[src/hdl/cisamp_pkg.sv]
// Shared constants and types for the challenge index sampler.
package cisamp_pkg;

  localparam int PolySize = 512;
  localparam int IdxW     = $clog2(PolySize);
  localparam int ColW     = 4;
  localparam int RowW     = 1 << ColW;
  localparam int RowCnt   = PolySize / RowW;
  localparam int RowAw    = IdxW - ColW;
  localparam int WordW    = 16;
  localparam int KappaW   = 7;
  localparam int PosW     = 6;

  localparam logic [KappaW-1:0] KappaReset = 7'd23;
  localparam logic [KappaW-1:0] KappaMin   = 7'd1;
  localparam logic [KappaW-1:0] KappaMax   = 7'd64;

  localparam logic FuncDigest = 1'b0;
  localparam logic FuncStart  = 1'b1;

  typedef struct packed {
    logic             en;
    logic [RowAw-1:0] row;
    logic [RowW-1:0]  data;
  } seen_wr_t;

endpackage

[src/hdl/cisamp_seen_map.sv]
// Bitmap of chosen indices: row memory with per-row valid bits and write bypass.
module cisamp_seen_map
  import cisamp_pkg::*;
(
  input  logic             clk_i,
  input  logic             rst_ni,
  input  logic             rd_en_i,
  input  logic [RowAw-1:0] rd_row_i,
  input  seen_wr_t         wr_i,
  input  logic             clear_i,
  output logic [RowW-1:0]  row_o
);

  logic [RowW-1:0]   mem [RowCnt];
  logic [RowW-1:0]   rd_q;
  logic [RowAw-1:0]  rd_row_q;
  logic [RowW-1:0]   byp_data_q;
  logic              byp_q;
  logic [RowCnt-1:0] rowvld_q;

  always_ff @(posedge clk_i) begin
    if (wr_i.en) begin
      mem[wr_i.row] <= wr_i.data;
    end
    if (rd_en_i) begin
      rd_q       <= mem[rd_row_i];
      rd_row_q   <= rd_row_i;
      byp_data_q <= wr_i.data;
    end
  end

  always_ff @(posedge clk_i or negedge rst_ni) begin
    if (!rst_ni) begin
      rowvld_q <= '0;
      byp_q    <= 1'b0;
    end else begin
      if (clear_i) begin
        rowvld_q <= '0;
      end else if (wr_i.en) begin
        rowvld_q[wr_i.row] <= 1'b1;
      end
      if (rd_en_i) begin
        byp_q <= wr_i.en && (wr_i.row == rd_row_i);
      end
    end
  end

  // A row written in the same cycle as the read takes the new data; an
  // unwritten row reads as empty.
  assign row_o = byp_q ? byp_data_q : (rowvld_q[rd_row_q] ? rd_q : '0);

endmodule

[src/hdl/challenge_index_sampler_core.sv]
// Top level of the challenge index sampler.
//
//  Channel  Direction  Handshake              Payload
//  in       sink       in_valid_i/in_stall_o  in_func_i, in_digest_word_i
//  out      source     out_valid_o/out_stall_i out_index_o, out_position_o, out_last_o
//  cfg      sink       cfg_valid_i/cfg_ready_o cfg_data_i (kappa)
//
// One transaction is accepted per cycle while the input is not stalled; the bitmap
// row is read as the input stage loads, and the check and update then fill the
// output register with each newly chosen index once the output register is free.
// Reset clears the bitmap valid bits, the count, the finished flag and kappa to 23.
// A stall on the output holds the output register and, once the input stage is
// also full, stalls the input. cfg_ready_o is always high.
module challenge_index_sampler_core
  import cisamp_pkg::*;
(
  input  logic              clk_i,
  input  logic              rst_ni,
  input  logic              in_valid_i,
  output logic              in_stall_o,
  input  logic              in_func_i,
  input  logic [WordW-1:0]  in_digest_word_i,
  output logic              out_valid_o,
  input  logic              out_stall_i,
  output logic [IdxW-1:0]   out_index_o,
  output logic [PosW-1:0]   out_position_o,
  output logic              out_last_o,
  input  logic              cfg_valid_i,
  output logic              cfg_ready_o,
  input  logic [KappaW-1:0] cfg_data_i
);

  logic              s1_valid_q;
  logic              s1_func_q;
  logic [IdxW-1:0]   s1_idx_q;
  logic [KappaW-1:0] kappa_q;
  logic [KappaW-1:0] count_q;
  logic [KappaW-1:0] count_d;
  logic              finished_q;
  logic              out_valid_q;
  logic [IdxW-1:0]   out_index_q;
  logic [PosW-1:0]   out_position_q;
  logic              out_last_q;

  logic              in_accept;
  logic              out_free;
  logic              advance;
  logic              newly;
  logic              is_last;
  logic [KappaW-1:0] kappa_eff;
  logic [RowW-1:0]   row;
  logic [RowW-1:0]   bit_mask;
  seen_wr_t          seen_wr;

  assign out_free   = !out_valid_q || !out_stall_i;
  assign advance    = s1_valid_q && out_free;
  assign in_stall_o = s1_valid_q && !out_free;
  assign in_accept  = in_valid_i && !in_stall_o;
  assign cfg_ready_o = 1'b1;

  always_comb begin
    if (kappa_q < KappaMin) begin
      kappa_eff = KappaMin;
    end else if (kappa_q > KappaMax) begin
      kappa_eff = KappaMax;
    end else begin
      kappa_eff = kappa_q;
    end
  end

  assign bit_mask = RowW'(1) << s1_idx_q[ColW-1:0];
  assign newly    = (s1_func_q == FuncDigest) && !finished_q && !row[s1_idx_q[ColW-1:0]];
  assign count_d  = count_q + KappaW'(1);
  assign is_last  = count_d >= kappa_eff;

  assign seen_wr.en   = advance && newly;
  assign seen_wr.row  = s1_idx_q[IdxW-1:ColW];
  assign seen_wr.data = row | bit_mask;

  cisamp_seen_map u_seen_map (
    .clk_i    (clk_i),
    .rst_ni   (rst_ni),
    .rd_en_i  (in_accept),
    .rd_row_i (in_digest_word_i[IdxW-1:ColW]),
    .wr_i     (seen_wr),
    .clear_i  (advance && (s1_func_q == FuncStart)),
    .row_o    (row)
  );

  always_ff @(posedge clk_i or negedge rst_ni) begin
    if (!rst_ni) begin
      s1_valid_q  <= 1'b0;
      kappa_q     <= KappaReset;
      count_q     <= '0;
      finished_q  <= 1'b0;
      out_valid_q <= 1'b0;
    end else begin
      if (in_accept) begin
        s1_valid_q <= 1'b1;
      end else if (advance) begin
        s1_valid_q <= 1'b0;
      end
      if (cfg_valid_i && cfg_ready_o) begin
        kappa_q <= cfg_data_i;
      end
      if (advance) begin
        if (s1_func_q == FuncStart) begin
          count_q    <= '0;
          finished_q <= 1'b0;
        end else if (newly) begin
          count_q    <= count_d;
          finished_q <= is_last;
        end
      end
      if (out_free) begin
        out_valid_q <= advance && newly;
      end
    end
  end

  always_ff @(posedge clk_i) begin
    if (in_accept) begin
      s1_func_q <= in_func_i;
      s1_idx_q  <= in_digest_word_i[IdxW-1:0];
    end
    if (advance && newly) begin
      out_index_q    <= s1_idx_q;
      out_position_q <= count_q[PosW-1:0];
      out_last_q     <= is_last;
    end
  end

  assign out_valid_o    = out_valid_q;
  assign out_index_o    = out_index_q;
  assign out_position_o = out_position_q;
  assign out_last_o     = out_last_q;

endmodule

[config.mk]
export PLATFORM = sky130hd
export DESIGN_NAME = challenge_index_sampler_core
export DESIGN_NICKNAME = d
export VERILOG_FILES = /design/src/hdl/cisamp_pkg.sv /design/src/hdl/cisamp_seen_map.sv /design/src/hdl/challenge_index_sampler_core.sv
export SDC_FILE = /design/constraint.sdc
export NUM_CORES = 1
export LEC_CHECK = 0
export BUFFER_PORTS_ARGS = -buffer_cell sky130_fd_sc_hd__buf_2
export CAP_MARGIN = 20
export CORE_MARGIN = 2
export CORE_UTILIZATION = 55
export DETAILED_ROUTE_END_ITERATION = 16
export PLACE_DENSITY = 0.71
export SLEW_MARGIN = 20
export SYNTH_ARGS = -nofsm -noshare
export SYNTH_HDL_FRONTEND = slang
export SYNTH_SLANG_ARGS = --single-unit
[constraint.sdc]
create_clock -name clk_i -period 7.1 [get_ports clk_i]
set_clock_uncertainty 0.2 [all_clocks]
set_input_delay 1.42 -clock clk_i [delete_from_list [all_inputs] [get_ports clk_i]]
set_output_delay 1.42 -clock clk_i [all_outputs]
set_load 0.01 [all_outputs]
; Yosys cells after proc, flatten, opt, wreduce, memory -nomap -nowiden
; Memories as Yosys holds them, arrays and structs flattened. A register that Yosys moved wholly into a read port is not among the register bits.
; Index checks and enable logic that the tools add are counted.
[classes]
add_sub_neg = 1
magnitude_cmp = 7
eq_ne = 1
n_shift = 1
n_mux = 20
n_bitwise = 3
n_reduce_logical = 20
[op_table]
columns = operator, count
row1 = 2-to-1 mux 32 bit, 2
row2 = 2-to-1 mux 16 bit, 2
row3 = OR 32 bit, 1
row4 = 2-to-1 mux 7 bit, 4
row5 = OR 16 bit, 1
row6 = "<< shifter 1 x 4 -> 16 bit, first input constant", 1
row7 = "< comparator 5 x 6 -> 1 bit, second input constant", 2
row8 = logical AND 1 bit, 9
row9 = 2-to-1 mux 1 bit, 9
row10 = "adder 7 x 1 -> 7 bit, second input constant", 1
row11 = >= comparator 7 bit, 1
row12 = "greater-than comparator 7 bit, second input constant", 1
row13 = "< comparator 7 x 1 -> 1 bit, second input constant", 1
row14 = zero test 1 bit, 6
row15 = nonzero test 2 bit, 3
row16 = binary-select mux 1 bit (select 5 bit), 1
row17 = demux 1 bit (select 5 bit), 1
row18 = equality test 5 bit, 1
row19 = ">= comparator 5 x 1 -> 1 bit, second input constant", 1
row20 = "< comparator 4 x 5 -> 1 bit, second input constant", 1
row21 = binary-select mux 1 bit (select 4 bit), 1
row22 = AND reduction 2 bit, 1
row23 = logical OR 1 bit, 1
row24 = inverter 1 bit, 1
[totals]
reg_bits = 97
ramBits = 512
in_bits = 29
out_inout_bits = 19
elab_cells = 68
memories = 1
[mem_list]
columns = name, depth, width, read_ports, rd_ports_with_merged_regs, write_ports, line_no
row1 = u_seen_map.mem, 32, 16, 1, 1, 1, cisamp_seen_map.sv:14  ; logic [RowW-1:0] mem [RowCnt];

; Depth between registers and ports, before layout
[depth]
word_depth = 11
ltp_mapped = 11
ltp_nobuf = 11

; Cells and area by module
; Synthesis repeated with hierarchy kept, for this count alone.
[unflattened]
hier_cells = 1168
area_unflattened_um2 = 24607.4
[by_module_without_submodules]
columns = mod, instances, cells_each, area_per_inst_um2, seq_area_each_um2
row1 = cisamp_seen_map, 1, 1000, 22445.3, 17311.6
row2 = challenge_index_sampler_core, 1, 168, 2162.1, 1211.2

; Worst setup path after synthesis
; OpenSTA, ideal clock, no wires.
[synth_path]
kind = in2reg
from = in out_stall_i
to = mem u_seen_map.mem[12][0] (netlist bit) (enable)
setup_time_ps = 430
arrival_ps = 3833
required_ps = 6470
setup_slack_ps = 2637
cell_stages = 7
path_buffers = 1
cell_sequence = nand2_1 -> nand2_1 -> nor3_1 -> a21boi_2 -> o21ai_4 -> buf_4 -> nor4_1
[synth_between]
elab_chain_len = 6
[synth_rtl]
columns = item, line_no
row1 = "start, declared", challenge_index_sampler_core.sv:24  ; input logic out_stall_i,
row2 = zero test 1 bit, challenge_index_sampler_core.sv:55  ; assign out_free = !out_valid_q || !out_stall_i;
row3 = logical OR 1 bit, challenge_index_sampler_core.sv:55
row4 = logical AND 1 bit, challenge_index_sampler_core.sv:56  ; assign advance = s1_valid_q && out_free;
row5 = logical AND 1 bit, challenge_index_sampler_core.sv:76  ; assign seen_wr.en = advance && newly;
row6 = 2-to-1 mux 1 bit, cisamp_seen_map.sv:22  ; if (wr_i.en) begin
row7 = 2-to-1 mux 1 bit (implied by the code), cisamp_seen_map.sv:23  ; mem[wr_i.row] <= wr_i.data;
row8 = "end, declared", cisamp_seen_map.sv:14
; No other way between the ends.

; Worst setup path in the final report
[layout_path]
from = reg s1_idx_q[8]
to = mem u_seen_map.mem[13][15] (netlist bit) (enable)
[layout_lines]
columns = item, line_no
row1 = "start, declared", challenge_index_sampler_core.sv:35  ; logic [IdxW-1:0] s1_idx_q;
row2 = "start signal, assigned", challenge_index_sampler_core.sv:124  ; s1_idx_q <= in_digest_word_i[IdxW-1:0];
; No word-level cell before the write port.

==> summary.md <==
| Metric | Value |
|---|---|
| Outcome | completed |
| Storage element area | 18400 um2 |
| Crit path max-delay family | compound AO/OA/AOI/OAI gates |
| RSZ-0062 raised after global routing | no |
| Overall routing resource usage | 0.234 |
| Worst Path Class, Setup | reg -> reg |
| Cells after DPL | 1811 |
| Number of nets still failing antenna checks after routing | 0 |
| Routability Congestion | 0.843 |
| Number of top-level pins | 48 |
| Share of the clock period used by the worst path | 0.662 |
| Setup Fix Bufs, Post-CTS | 0 |
| Max-capacitance violation count | 0 |
| Vias/cell | 6.31 |
| Area of the multi-input gates | 6370 um2 |
| Hold-fix buffer count after cts | 0 |
| Clk buf depth | 3 |
| Data required time of the critical path | 7.19 ns |
| Slew at the pin closest to its max-slew limit | 1.10 ns |
| Number of fillers in the final layout | just under 3000 |
| Clock tree from TritonCTS | built |
| Worst-path cell with the longest stage delay | sky130_fd_sc_hd__nor4_2 |
| Detailed Routing Iterations Pass 1 | 5 |
| Clock Pin Slew Worst Setup and Hold Paths | about 0.060 ns |
| R2r setup slk | 2.40 ns |
| GRT Residual Overflow | 0 |
| First-pass GRT wire length | around 80000 um |
| Sequence of cells on the critical path | nand3b_2, o21ai_0, o22ai_1, o211ai_4, a21oi_2, o21ai_2, buf_4, nor4_2, buf_4 |
| Count of different cell masters after synthesis | 56 |
| Crit path launch type | flip-flop |
| Overall via count from detail_route | 12100 |
| Leading cell type in the layout, fill and taps excluded | sky130_fd_sc_hd__edfxtp_1 |
| Worst max-slew margin expressed relative to the limit | 0.260 |
| Synth area leader | sky130_fd_sc_hd__edfxtp_1 |
| Area growth syn-to-layout | 12.9% |
| Number of buffers and inverters on the critical path | 2 |
| Chip Height | around 220 um |
| Row cnt | 77 |
| Maximum number of pins on one net before global-route repair | 72 |
| Number of standard cells after synthesis | 1209 |
| Quantity of gates resized following cts | 0 |
| Post-route design area | 28000 um2 |
| Die X | 216 um |
| Synth Warn # | 0 |
| Number of global-route vias before repair | about 13000 |
| IO Port Bufs | 39 |
| Cell with the most instances on the worst path | sky130_fd_sc_hd__buf_4 |
| Max Transition Viols Final | 0 |
| Core area | roughly 44000 um2 |
| Area fraction of the dominant cell type after synthesis | 0.690 |
| Power Density | 282 nW/um2 |
| Clock Root Buffer | sky130_fd_sc_hd__clkbuf_16 |
| Syn nets | about 1200 |
| DP HPWL | 29100 um |
| Post-DP Area | 26000 um2 |
| Final-report setup violation count | 0 |
| Max rail drop VDD | 0.224 mV |
| Post-Synthesis Mean Instance Area | 20.5 um2 |
| Total length of routed wires | 53200 um |
| Most frequent cells in the layout | sky130_fd_sc_hd__edfxtp_1 (570), sky130_fd_sc_hd__mux4_2 (167), sky130_fd_sc_hd__nand2_1 (82), sky130_fd_sc_hd__clkbuf_16 (61) |
| Maximum clock frequency | 213 MHz |
| Clock tree sinks | 620 |
| Number of antenna repair diodes | 0 |
| Layout cells sized above 1 | 0.322 |
| TritonCTS Buffers | 60 |
| Count of final hold-check violations | 0 |
| Initial core utilization | 0.559 |
| Final nets | approximately 1300 |
| Post-detailed-route DRC marker count | 0 |
| Standby leakage power | 0.00917 uW |
| Number of antenna violations at the first check in global routing | 0 |
| Tightest Hold Check Type | reg -> reg |
| Arrival time worst endpoint | 4.79 ns |
| EDFF count, synth | 570 |
| Post-synth design cell area | 24800 um2 |
| Latest clock arrival within the worst-skew pair | 0.62 ns |
| Highest cell delay on the worst timing path | 0.92 ns |
| Die Footprint | 46800 um2 |
| CP endpoint kind | flip-flop |
| Share of synthesized registers carrying an async set or reset | 0.0806 |
| Most frequently used flop master after synthesis | sky130_fd_sc_hd__edfxtp_1 |
| Top area cells in the synthesized netlist | sky130_fd_sc_hd__edfxtp_1 (69%), sky130_fd_sc_hd__mux4_2 (15%), sky130_fd_sc_hd__dfrtp_1 (4.6%) |
| Number of flip-flops and latches in the synthesized netlist | 620 |
| Post-route insts no fill | 1922 |
| Max Fanout on Critical Path | 20 |
| H-Tree Level Count | 2 |
| DR iter-0 viols | 1310 |
| Sequential share of the synthesized area | 0.740 |
| Total Neg Setup Slack | 0 ns |
| Average wire per standard cell | 27.7 um |
| Time the worst path needs with I/O delays and setup | approximately 4.7 ns |
[per-layer routing]
layer	track usage	part of all wire	vias to the layer above	wire length, um
met3	0.0438	0.076	94	4030
met5	0	0	-	0
met4	0.0877	0.030	0	1590
met2	0.378	0.49	491	26200
li1	-	-	5139	-
met1	0.323	0.40	6398	21400
[worst register-to-register path: cells and delay by family (launching register included)]
| family | cells | cell delay, ns |
|---|---|---|
| AOI/OAI and AO/OA | 5 | 1.38 |
| buffers and inverters | 2 | 0.70 |
| DFF | 1 | 0.74 |
| and+or+nand+nor | 2 | 1.33 |
[cell type report]
| class | instances | share of cell area |
|---|---|---|
| clock buffers | 84 | 0.0575 |
| clock inverters | 27 | 0.0111 |
| inverters | 7 | 0.000937 |
| multi-input cells | 505 | 0.227 |
| flip-flops and latches | 620 | 0.656 |
| well taps | 592 | 0.0264 |
| repair buffers | 87 | 0.0211 |
[Yosys cell counts, types with 9 or more instances]
cell	number
sky130_fd_sc_hd__a22oi_1	9
sky130_fd_sc_hd__buf_2	17
sky130_fd_sc_hd__clkbuf_1	42
sky130_fd_sc_hd__dfrtp_1	46
sky130_fd_sc_hd__edfxtp_1	570
sky130_fd_sc_hd__mux2_2	27
sky130_fd_sc_hd__mux2i_1	19
sky130_fd_sc_hd__mux4_2	167
sky130_fd_sc_hd__nand2_1	82
sky130_fd_sc_hd__nor2_1	14
sky130_fd_sc_hd__nor3_1	29
sky130_fd_sc_hd__o21ai_0	21
sky130_fd_sc_hd__o31ai_1	25
[kinds of logic (layout without fill, tap and decap cells)]
| logic type | count (synthesis) | in the layout | share of synthesized area |
|---|---|---|---|
| AND/OR/NAND/NOR | 176 | 176 | 0.0344 |
| adder cells (fa/ha/maj) | 8 | 8 | 0.00403 |
| buffers and inverters | 84 | 205 | 0.0158 |
| XOR/XNOR | 10 | 10 | 0.00353 |
| multiplexers | 214 | 214 | 0.172 |
| AO/OA/AOI/OAI | 96 | 96 | 0.0297 |
| flip-flops | 620 | 620 | 0.740 |
| other | 1 | 1 | 0.000151 |
[power breakdown]
| part | leakage, uW | internal, uW | switching, uW | total [uW] |
|---|---|---|---|---|
| Clock | 0.000927 | 1800 | 1310 | 3110 |
| Sequential | 0.00588 | 4160 | 50.2 | 4210 |
| Combinational | 0.00236 | 205 | 374 | 579 |
| Total | 0.00917 | 6160 | 1740 | 7900 |
[sequential cells by signal, indices dropped and copies added (netlist names), 7 cells and up]
| signal | cells |
|---|---|
| kappa_q | 7 |
| s1_idx_q | 9 |
| out_index_o | 9 |
| count_q | 7 |
| u_seen_map.mem | 512 |
| u_seen_map.rd_q | 16 |
| u_seen_map.rowvld_q | 32 |
| u_seen_map.byp_data_q | 16 |
[through the flow]
stage	total power, uW	utilization	worst slack [ns]	hold WS [ns]
finish	7900	0.631	2.40	0.279
floorplan	4650	-	2.64	0.224
CTS	7950	0.629	2.51	0.280
global placement	4820	0.585	2.55	0.257
global route	8140	0.631	2.24	0.295
detailed placement	4860	0.586	2.53	0.267
[worst paths after layout]
kind	startpoint	end	cells past startpoint
max	s1_idx_q[8]$_DFFE_PP_	u_seen_map.mem[13][15]$_DFFE_PP_	9
min	u_seen_map.rowvld_q[3]$_DFFE_PN0P_	u_seen_map.rowvld_q[3]$_DFFE_PN0P_	2
max reg2reg	s1_idx_q[8]$_DFFE_PP_	u_seen_map.mem[13][15]$_DFFE_PP_	9
min reg2reg	u_seen_map.rowvld_q[3]$_DFFE_PN0P_	u_seen_map.rowvld_q[3]$_DFFE_PN0P_	2
max in group asynchronous	rst_ni	count_q[0]$_DFFE_PN0P_	2
min in group asynchronous	rst_ni	kappa_q[6]$_DFFE_PN0P_	2
Power figures use the tool's default switching activity.
